<file path="config.mk">
export PLATFORM = sky130hd
export DESIGN_NAME = length_prefixed_crc32_deframer_core
export DESIGN_NICKNAME = d
export VERILOG_FILES = /design/src/hw/rtl/dfr_pkg.sv /design/src/hw/rtl/length_prefixed_crc32_deframer_core.sv /design/src/hw/rtl/dfr_in_stage.sv /design/src/hw/rtl/dfr_parser.sv /design/src/hw/rtl/dfr_out_stage.sv
export SDC_FILE = /design/constraint.sdc
export NUM_CORES = 1
export LEC_CHECK = 0
export ABC_CLOCK_PERIOD_IN_PS = 6400
export BUFFER_PORTS_ARGS = -buffer_cell sky130_fd_sc_hd__buf_2
export CAP_MARGIN = 20
export CELL_PAD_IN_SITES_DETAIL_PLACEMENT = 1
export CELL_PAD_IN_SITES_GLOBAL_PLACEMENT = 1
export CORE_ASPECT_RATIO = 0.7
export CORE_MARGIN = 2
export CORE_UTILIZATION = 47
export CTS_CLUSTER_SIZE = 20
export DETAILED_ROUTE_END_ITERATION = 7
export PLACE_DENSITY_LB_ADDON = 0.1
export SYNTH_ARGS = -nofsm -noshare
export SYNTH_HDL_FRONTEND = slang
export SYNTH_HIERARCHICAL = 1
export SYNTH_SLANG_ARGS = --single-unit
</file>
<file path="constraint.sdc">
create_clock -name clk -period 6.4 [get_ports clk]
set_clock_uncertainty 0.05 [all_clocks]
set_input_delay 0.64 -clock clk [delete_from_list [all_inputs] [get_ports clk]]
set_output_delay 0.64 -clock clk [all_outputs]
set_load 0.05 [all_outputs]
</file>
<file path="src/hw/rtl/dfr_pkg.sv">
`timescale 1ns / 1ps

package dfr_pkg;

  localparam int unsigned CfgWidth = 18;
  localparam logic [CfgWidth-1:0] MaxPayloadReset = 18'(128 * 1024);

  localparam logic [31:0] CrcPoly    = 32'hEDB88320;
  localparam logic [31:0] CrcAllOnes = 32'hFFFFFFFF;

  localparam logic       KIND_PAYLOAD = 1'b0;
  localparam logic       KIND_END     = 1'b1;

  localparam logic [1:0] ST_OK        = 2'd0;
  localparam logic [1:0] ST_CRC_ERR   = 2'd1;
  localparam logic [1:0] ST_TOO_LONG  = 2'd2;

  typedef struct packed {
    logic        result_kind;
    logic [7:0]  payload_byte;
    logic        first_of_payload;
    logic [1:0]  frame_status;
    logic [31:0] frame_length;
  } dfr_result_t;

  // reflected crc-32, one byte, lsb first
  function automatic logic [31:0] crc_byte(input logic [31:0] crc_in, input logic [7:0] b);
    logic [31:0] c;
    c = crc_in ^ {24'd0, b};
    for (int k = 0; k < 8; k++) begin
      c = c[0] ? ((c >> 1) ^ CrcPoly) : (c >> 1);
    end
    return c;
  endfunction

endpackage

</file>
<file path="src/hw/rtl/length_prefixed_crc32_deframer_core.sv">
`timescale 1ns / 1ps
// channel   | ports                          | handshake
// ----------+--------------------------------+------------------------
// in        | in_rx_byte                     | in_valid / in_ready
// out       | out_result_kind .. _length     | out_valid / out_ready
// cfg       | cfg_max_payload_len            | cfg_write_en, no wait
//
// one byte per cycle sustained while the result side keeps up; a byte is taken into the
// input register, then crc and parse logic write its result into the result register
// a header or crc byte that ends no frame gives no result
// reset is synchronous; the crc register comes up all ones, limit at 128k
// a stalled result holds a byte that makes a result in the input register,
// and with that register full the input is held too

module length_prefixed_crc32_deframer_core #(
  parameter int unsigned MAX_FRAME_BYTES = 131072
) (
  input  logic        clk,
  input  logic        rst_n,
  input  logic        in_valid,
  output logic        in_ready,
  input  logic [7:0]  in_rx_byte,
  output logic        out_valid,
  input  logic        out_ready,
  output logic        out_result_kind,
  output logic [7:0]  out_payload_byte,
  output logic        out_first_of_payload,
  output logic [1:0]  out_frame_status,
  output logic [31:0] out_frame_length,
  input  logic        cfg_write_en,
  input  logic [dfr_pkg::CfgWidth-1:0] cfg_max_payload_len
);

  import dfr_pkg::*;

  logic [CfgWidth-1:0] max_len_r;
  logic                stage_valid;
  logic [7:0]          stage_byte;
  logic                advance;
  logic                res_valid;
  logic                out_free;
  dfr_result_t         res;
  dfr_result_t         res_q;

  always_ff @(posedge clk) begin
    if (!rst_n) begin
      max_len_r <= MaxPayloadReset;
    end else if (cfg_write_en) begin
      max_len_r <= cfg_max_payload_len;
    end
  end

  // byte moves on unless it makes a result and the result register is full
  assign advance = stage_valid && (!res_valid || out_free);

  dfr_in_stage u_in (
    .clk         (clk),
    .rst_n       (rst_n),
    .in_valid    (in_valid),
    .in_ready    (in_ready),
    .in_rx_byte  (in_rx_byte),
    .advance     (advance),
    .stage_valid (stage_valid),
    .stage_byte  (stage_byte)
  );

  dfr_parser #(
    .MAX_FRAME_BYTES (MAX_FRAME_BYTES)
  ) u_parser (
    .clk             (clk),
    .rst_n           (rst_n),
    .step            (advance),
    .rx_byte         (stage_byte),
    .max_payload_len (max_len_r),
    .res_valid       (res_valid),
    .res             (res)
  );

  dfr_out_stage u_out (
    .clk       (clk),
    .rst_n     (rst_n),
    .load      (advance && res_valid),
    .res_in    (res),
    .out_free  (out_free),
    .out_valid (out_valid),
    .out_ready (out_ready),
    .res_out   (res_q)
  );

  assign out_result_kind      = res_q.result_kind;
  assign out_payload_byte     = res_q.payload_byte;
  assign out_first_of_payload = res_q.first_of_payload;
  assign out_frame_status     = res_q.frame_status;
  assign out_frame_length     = res_q.frame_length;

endmodule

</file>
<file path="src/hw/rtl/dfr_in_stage.sv">
`timescale 1ns / 1ps

module dfr_in_stage (
  input  logic       clk,
  input  logic       rst_n,
  input  logic       in_valid,
  output logic       in_ready,
  input  logic [7:0] in_rx_byte,
  input  logic       advance,
  output logic       stage_valid,
  output logic [7:0] stage_byte
);

  logic       valid_r;
  logic       valid_nxt;
  logic [7:0] byte_r;

  assign in_ready    = !valid_r || advance;
  assign stage_valid = valid_r;
  assign stage_byte  = byte_r;

  always_comb begin
    valid_nxt = valid_r;
    if (in_ready) begin
      valid_nxt = in_valid;
    end
  end

  always_ff @(posedge clk) begin
    if (!rst_n) begin
      valid_r <= 1'b0;
    end else begin
      valid_r <= valid_nxt;
    end
  end

  always_ff @(posedge clk) begin
    if (in_valid && in_ready) begin
      byte_r <= in_rx_byte;
    end
  end

endmodule

</file>
<file path="src/hw/rtl/dfr_parser.sv">
`timescale 1ns / 1ps

module dfr_parser #(
  parameter int unsigned MAX_FRAME_BYTES = 131072
) (
  input  logic                        clk,
  input  logic                        rst_n,
  input  logic                        step,
  input  logic [7:0]                  rx_byte,
  input  logic [dfr_pkg::CfgWidth-1:0] max_payload_len,
  output logic                        res_valid,
  output dfr_pkg::dfr_result_t        res
);

  import dfr_pkg::*;

  localparam logic [1:0] PH_HEADER  = 2'd0;
  localparam logic [1:0] PH_PAYLOAD = 2'd1;
  localparam logic [1:0] PH_CRC     = 2'd2;

  localparam logic [31:0] MaxFrame = 32'(MAX_FRAME_BYTES);

  logic [1:0]          phase_r, phase_nxt;
  logic [1:0]          cnt_r, cnt_nxt;
  logic [31:0]         len_r, len_nxt;
  logic [CfgWidth-1:0] left_r, left_nxt;
  logic [31:0]         crc_r, crc_nxt;
  logic [31:0]         rcrc_r, rcrc_nxt;
  logic [31:0]         limit;
  logic [31:0]         max_len_ext;

  assign max_len_ext = {{(32-CfgWidth){1'b0}}, max_payload_len};
  assign limit       = (MaxFrame < max_len_ext) ? MaxFrame : max_len_ext;

  always_comb begin
    phase_nxt = phase_r;
    cnt_nxt   = cnt_r;
    len_nxt   = len_r;
    left_nxt  = left_r;
    crc_nxt   = crc_r;
    rcrc_nxt  = rcrc_r;
    res_valid = 1'b0;
    res       = '0;
    case (phase_r)
      PH_PAYLOAD: begin
        res_valid            = 1'b1;
        res.result_kind      = KIND_PAYLOAD;
        res.payload_byte     = rx_byte;
        res.first_of_payload = ({{(32-CfgWidth){1'b0}}, left_r} == len_r);
        crc_nxt  = crc_byte(crc_r, rx_byte);
        left_nxt = left_r - 1'b1;
        if (left_nxt == '0) begin
          phase_nxt = PH_CRC;
          cnt_nxt   = 2'd0;
          rcrc_nxt  = '0;
        end
      end
      PH_CRC: begin
        rcrc_nxt = {rcrc_r[23:0], rx_byte};
        cnt_nxt  = cnt_r + 1'b1;
        if (cnt_nxt == 2'd0) begin
          res_valid        = 1'b1;
          res.result_kind  = KIND_END;
          res.frame_status = ((crc_r ^ CrcAllOnes) == rcrc_nxt) ? ST_OK : ST_CRC_ERR;
          res.frame_length = len_r;
          phase_nxt        = PH_HEADER;
          crc_nxt          = CrcAllOnes;
        end
      end
      default: begin
        // header, and the unused phase code
        phase_nxt = PH_HEADER;
        len_nxt   = {len_r[23:0], rx_byte};
        cnt_nxt   = cnt_r + 1'b1;
        if (cnt_nxt == 2'd0) begin
          crc_nxt  = CrcAllOnes;
          rcrc_nxt = '0;
          if (len_nxt > limit) begin
            res_valid        = 1'b1;
            res.result_kind  = KIND_END;
            res.frame_status = ST_TOO_LONG;
            res.frame_length = len_nxt;
          end else begin
            left_nxt  = len_nxt[CfgWidth-1:0];
            phase_nxt = (len_nxt[CfgWidth-1:0] == '0) ? PH_CRC : PH_PAYLOAD;
          end
        end
      end
    endcase
  end

  always_ff @(posedge clk) begin
    if (!rst_n) begin
      phase_r <= PH_HEADER;
      cnt_r   <= 2'd0;
      len_r   <= '0;
      left_r  <= '0;
      crc_r   <= CrcAllOnes;
      rcrc_r  <= '0;
    end else if (step) begin
      phase_r <= phase_nxt;
      cnt_r   <= cnt_nxt;
      len_r   <= len_nxt;
      left_r  <= left_nxt;
      crc_r   <= crc_nxt;
      rcrc_r  <= rcrc_nxt;
    end
  end

endmodule

</file>
<file path="src/hw/rtl/dfr_out_stage.sv">
`timescale 1ns / 1ps

module dfr_out_stage (
  input  logic                 clk,
  input  logic                 rst_n,
  input  logic                 load,
  input  dfr_pkg::dfr_result_t res_in,
  output logic                 out_free,
  output logic                 out_valid,
  input  logic                 out_ready,
  output dfr_pkg::dfr_result_t res_out
);

  import dfr_pkg::*;

  logic        valid_r;
  logic        valid_nxt;
  dfr_result_t res_r;

  assign out_free  = !valid_r || out_ready;
  assign out_valid = valid_r;
  assign res_out   = res_r;

  always_comb begin
    valid_nxt = valid_r;
    if (out_free) begin
      valid_nxt = load;
    end
  end

  always_ff @(posedge clk) begin
    if (!rst_n) begin
      valid_r <= 1'b0;
    end else begin
      valid_r <= valid_nxt;
    end
  end

  always_ff @(posedge clk) begin
    if (load && out_free) begin
      res_r <= res_in;
    end
  end

endmodule

</file>
### Word level (Yosys, flattened, before mapping)

Cells that the tools add are included.

* register bits: 182
* input port bits: 31
* output and inout bits: 46
* word-level logic and storage cells: 95

* add/sub/neg operators: 2
* order comparisons: 2
* equal/unequal tests: 7
* muxes and demuxes: 35
* bitwise logic cells: 12
* reductions and logical operators: 22

Operators with widths (count)
* $mux 32: 10
* $not 13->14: 8
* $mux 34: 3
* $pmux 34 s2: 1
* $mux 18: 3
* $mux 24: 2
* $pmux 24 s2: 1
* $logic_not 18->1: 2
* $pmux 18 s2: 1
* $eq 18x32->1: 1
* $eq 32x32->1: 1
* $gt 32x32->1: 1
* $not 32->32: 1
* $xor 32x8->32: 1
* $lt 18x18->1 const A: 1
* $sub 18x1->18 const B: 1
* $mux 2: 7
* $reduce_and 2->1: 3
* $reduce_and 3->1: 2
* $logic_and 1x1->1: 4
* $mux 1: 4
* $ne 2x1->1 const B: 2
* $pmux 1 s2: 2
* $pmux 2 s2: 1
* 12 further kinds: 17

### Longest topological paths before layout

* depth after elaboration: 18
* depth in mapped cells: 20
* depth with buffers taken out: 18

### Hierarchy

Netlist, hierarchy kept.

By module, submodules not included
* dfr_parser: times used 1, cells each 832, area an instance 6934.2 um^2
* dfr_out_stage: times used 1, cells each 49, area an instance 1378.8 um^2
* length_prefixed_crc32_deframer_core: times used 1, cells each 60, area an instance 703.2 um^2
* dfr_in_stage: times used 1, cells each 13, area an instance 297.8 um^2

### Worst setup path before layout

No wires, ideal clock.

* path type: flip-flop to flip-flop
* from: register max_len_r[6]
* to: register u_parser.rcrc_r[5]
* library setup time: 117 ps
* arrival: 5404 ps
* path slack: 829 ps
* stages on the path, launching flop included: 21
* buffers on the path: 2
* cell sequence: dfxtp_1 -> nor4_1 -> nand4_1 -> o41ai_1 -> nand2_1 -> ha_1 -> nand4_1 -> or4_1 -> nor2b_1 -> o31ai_1 -> a21oi_1 -> or3_1 -> a21boi_0 -> clkbuf_1 -> nor4bb_1 -> nand3_1 -> nor4b_2 -> nor4b_4 -> a41oi_4 -> buf_6 -> a22o_1

* longest elaborated chain between the ends: 10

Ends and longest elaborated chain
* from (decl): RTL line length_prefixed_crc32_deframer_core.sv:36 `logic [CfgWidth-1:0] max_len_r;`
* from (signal assigned): RTL line length_prefixed_crc32_deframer_core.sv:47 `max_len_r <= MaxPayloadReset;`
* from (signal assigned): RTL line length_prefixed_crc32_deframer_core.sv:49 `max_len_r <= cfg_max_payload_len;`
* $lt 18x18->1: RTL line dfr_parser.sv:33 `assign limit = (MaxFrame < max_len_ext) ? MaxFrame : max_len_ext;`
* $mux 18 (*): RTL line dfr_parser.sv:33
* $gt 32x32->1 (*): RTL line dfr_parser.sv:78 `if (len_nxt > limit) begin`
* $mux 1 (*): RTL line dfr_parser.sv:78
* $mux 1 (*): RTL line dfr_parser.sv:75 `if (cnt_nxt == 2'd0) begin`
* $pmux 1 s2 (*): RTL line dfr_parser.sv:44 `case (phase_r)`
* via res_valid: RTL line length_prefixed_crc32_deframer_core.sv:40 `logic res_valid;`
* $logic_not 1->1 (*): RTL line length_prefixed_crc32_deframer_core.sv:54 `assign advance = stage_valid && (!res_valid || out_free);`
* $logic_or 1x1->1 (*): RTL line length_prefixed_crc32_deframer_core.sv:54
* $logic_and 1x1->1 (*): RTL line length_prefixed_crc32_deframer_core.sv:54
* via advance: RTL line length_prefixed_crc32_deframer_core.sv:39 `logic advance;`
* $reduce_and 3->1 (no source line) (*)
* to (signal assigned): RTL line dfr_parser.sv:106 `rcrc_r <= rcrc_nxt;`
* to (decl): RTL line dfr_parser.sv:28 `logic [31:0] rcrc_r, rcrc_nxt;`

Mark *: on every way through the listed nets, which the timed path passes. The rest lies on a longest branch.
A chain may end at the register's enable or synchronous reset.

### Worst setup path in the final report

* from: register max_len_r[6]
* to: register u_parser.rcrc_r[0]

The elaborated chain is that of the path after synthesis.

==> flow_metrics.env <==
export IMPL_status="finished, final reports clean"
export IMPL_final_util=0.5322
export IMPL_synth_top_cell_area_share=0.2794
export IMPL_ys_seq_elements=182
export IMPL_viasPerCell=5.965
export IMPL_layout_drive_gt1_share=0.1625
export IMPL_portBuffers=76
export IMPL_dr_total_vias=7629
export IMPL_core_rowCount=43
export IMPL_maxSlewHeadroom=0.3524
export IMPL_power_density_nw_per_um2=247.4
export IMPL_timing_rr_start="max_len_r[6]$_SDFFE_PN0P_"
export IMPL_drtPass1Iterations=5
export IMPL_crit_required_ns=6.68
export IMPL_reg2reg_to="u_parser/rcrc_r[0]$_SDFFE_PN0P_"
export IMPL_drv_cap=0
export IMPL_cts_setup_buffers=0
export IMPL_yosys_warnings=6
export IMPL_holdPathEnd="u_in/stage_byte[2]$_DFFE_PP_"
export IMPL_r2r_cells=21
export IMPL_mappedNetlistArea_um2=9314
export IMPL_worst_slew_pin_slew_ns=0.9715
export IMPL_fin_crit_sh=0.9114
export IMPL_clk_latency_ns=0.44
export IMPL_cp_buffers_inverters=3
export IMPL_grt_pass1_wl_um=44300
export IMPL_grt_usage=0.2814
export IMPL_drv_slew=0
export IMPL_async_flop_share=0
export IMPL_finalCriticalPeriod_ns=5.833
export IMPL_numCtsBuffers=17
export IMPL_hp_class="in -> reg"
export IMPL_cts_resized_gates=0
export IMPL_synthToLayoutAreaGrowth_pct=12.21
export IMPL_worstSetupEndpointType="flip-flop"
export IMPL_grt_pass1_vias=7447
export IMPL_dr_wl_met3_um=2227
export IMPL_root_buffer="clkbuf_16"
export IMPL_fill_cells=2233
export IMPL_clkTransAtPathRegs_ns=0.07
export IMPL_fp_coreArea_um2=19640
export IMPL_ant_nets=0
export IMPL_drc_errors=0
export IMPL_top_layer_used="met4"
export IMPL_cp_slowest_cell="or4_1"
export IMPL_crit_arrival_ns=6.11
export IMPL_die_y_um=121.8
export IMPL_crit_path_frequent_cell="buf_4"
export IMPL_startpoint_type="flip-flop"
export IMPL_gr_total_overflow=0
export IMPL_critical_path_class="reg -> reg"
export IMPL_nNetsFinal=1052
export IMPL_finalPower_mw=2.585
export IMPL_cts_tree="done"
export IMPL_wl_met1_um=14600
export IMPL_syn_nets=1010
export IMPL_cts_hold_buf=0
export IMPL_worstHoldStart="in_rx_byte[2]"
export IMPL_ys_top_cells_by_area="dfxtp_1 28%, edfxtp_1 17%, xnor2_1 8.2%"
export IMPL_yosysTopAreaCell="dfxtp_1"
export IMPL_wl_met2_um=11560
export IMPL_grt_max_degree=82
export IMPL_pin_count=77
export IMPL_synth_cell_types=72
export IMPL_layout_commonest_cell="nand2_1"
export IMPL_worst_r2r_setup_slack_ns=0.57
export IMPL_power_leakage_nw=3.758
export IMPL_antenna_found_initial=0
export IMPL_die_area_um2=20980
export IMPL_globalplace_congestion=0.8287
export IMPL_setup_tns_ns=0
export IMPL_hold_depth=1
export IMPL_cpPeakStageDelay_ns=0.58
export IMPL_start_util=0.4743
export IMPL_dieWidth_um=172.3
export IMPL_ys_flop_type="dfxtp_1"
export IMPL_syn_inst=954
export IMPL_setup_viol=0
export IMPL_final_cell_mix="138 x nand2_1, 130 x dfxtp_1, 87 x xnor2_1"
export IMPL_hold_viol=0
export IMPL_ir_drop_mv=0.1835
export IMPL_seq_area_frac_synth=0.4471
export IMPL_htreeDepth=4
export IMPL_cts_buffer_depth=2
export IMPL_antenna_cells=0
export IMPL_clock_sinks=182
export IMPL_rsz0062_at_grt="false"
export IMPL_synth_edff_count=52
export IMPL_drtIter0Drc=734
export IMPL_dpl_hpwl_um=19720
export IMPL_cp_max_fo=24
export IMPL_cp_depth=21
export IMPL_totalWireLength_um=28760
export IMPL_path_delay_family="simple AND/OR/NAND/NOR gates"
export IMPL_avgSynthCellArea_um2=9.763
export IMPL_critPathLaunch="max_len_r[6]$_SDFFE_PN0P_"
export IMPL_crit_chain="nor4_1 > nand4_1 > o41ai_1 > buf_4 > nand2_1 > ha_1 > nand4_1 > or4_1 > nor2b_1 > o31ai_1 > buf_4 > a21oi_2 > or3_1 > a21boi_0 > buf_4 > nor4bb_1 > nand3_1 > nor4b_2 > nor4b_4 > a41oi_4 > a22o_2"
export IMPL_wl_per_cell_um=22.49
export IMPL_max_freq_mhz=171.4
through the flow:
stage	hold slack (ns)	instance area (µm²)	worst slack, ns	cells
6_report	0.3278	10450	0.5669	1279
2_1_floorplan	0.3940	9314	0.8288	954
4_1_cts	0.3145	10420	0.5505	1278
3_3_place_gp	0.4086	9833	0.8636	1246
3_5_place_dp	0.4195	9833	0.5901	1246
5_1_grt	0.3119	10450	0.1604	1279
cells in the mapped netlist, drive strengths merged (15+ instances only):
library cell    n
nand2         138
dfxtp         130
xnor2          89
a22o           57
clkbuf         55
edfxtp         52
a21oi          48
o22ai          31
xor2           31
nor2           26
nor4           26
ha             25
mux2i          24
nor2b          24
nand4          20
buf            17
o21ai          17
and2           15
inv            15
registers in the layout (all words and copies together) (netlist names):
name and count:
u_out/res_out 44, u_parser/crc_r 32, u_parser/len_r 32, u_parser/rcrc_r 24
max_len_r 18, u_parser/left_r 18, u_in/stage_byte 8, u_parser/cnt_r 2
u_parser/phase_r 2, u_in/stage_valid 1, u_out/out_valid 1
final cells by class:
class,instances,area (µm²),share of cell area
Tap cell,270,337.8,0.03232
Clock inverter,15,165.2,0.01580
Clock buffer,17,425.4,0.04070
Inverter,15,56.30,0.005387
Timing Repair Buffer,95,543.0,0.05196
Sequential cell,182,4164,0.3984
Multi-Input combinational cell,685,4760,0.4554
routing by layer:
metal,GRT usage,vias up
li1,-,3544
met5,0,-
met1,0.4461,3748
met4,0.06565,0
met2,0.3845,306
met3,0.05848,31
power by group:
| group | switching, mW | leakage, nW | internal [mW] |
|---|---|---|---|
| clock network | 0.505 | 0.282 | 0.555 |
| registers | 0.0360 | 1.47 | 1.20 |
| logic | 0.174 | 2.00 | 0.117 |
how the worst max path moves through the flow:
stage / to / slack [ns]
after floorplan: u_parser/rcrc_r[5]$_SDFFE_PN0P_ / 0.83
after global placement: u_parser/rcrc_r[3]$_SDFFE_PN0P_ / 0.86
after detailed placement: u_parser/rcrc_r[0]$_SDFFE_PN0P_ / 0.59
after CTS: u_parser/rcrc_r[1]$_SDFFE_PN0P_ / 0.55
after global routing: u_parser/rcrc_r[1]$_SDFFE_PN0P_ / 0.16
final: u_parser/rcrc_r[0]$_SDFFE_PN0P_ / 0.57
cell families after synthesis:
logic type | synth area share
simple gates | 0.1670
compound gates | 0.1679
flops | 0.4471
xor+xnor | 0.1161
buf+inv | 0.04258
fa+ha+maj | 0.03358
mux | 0.02579
worst register-to-register path: cells and delay by family (launching register included):
kind / cells / cell delay, ns
AOI/OAI and AO/OA: 6 / 1.48
adders and majority gates: 1 / 0.31
and+or+nand+nor: 11 / 2.92
DFF: 1 / 0.33
buffers and inverters: 3 / 0.64
No activity file was read; power rests on OpenSTA's default activity.
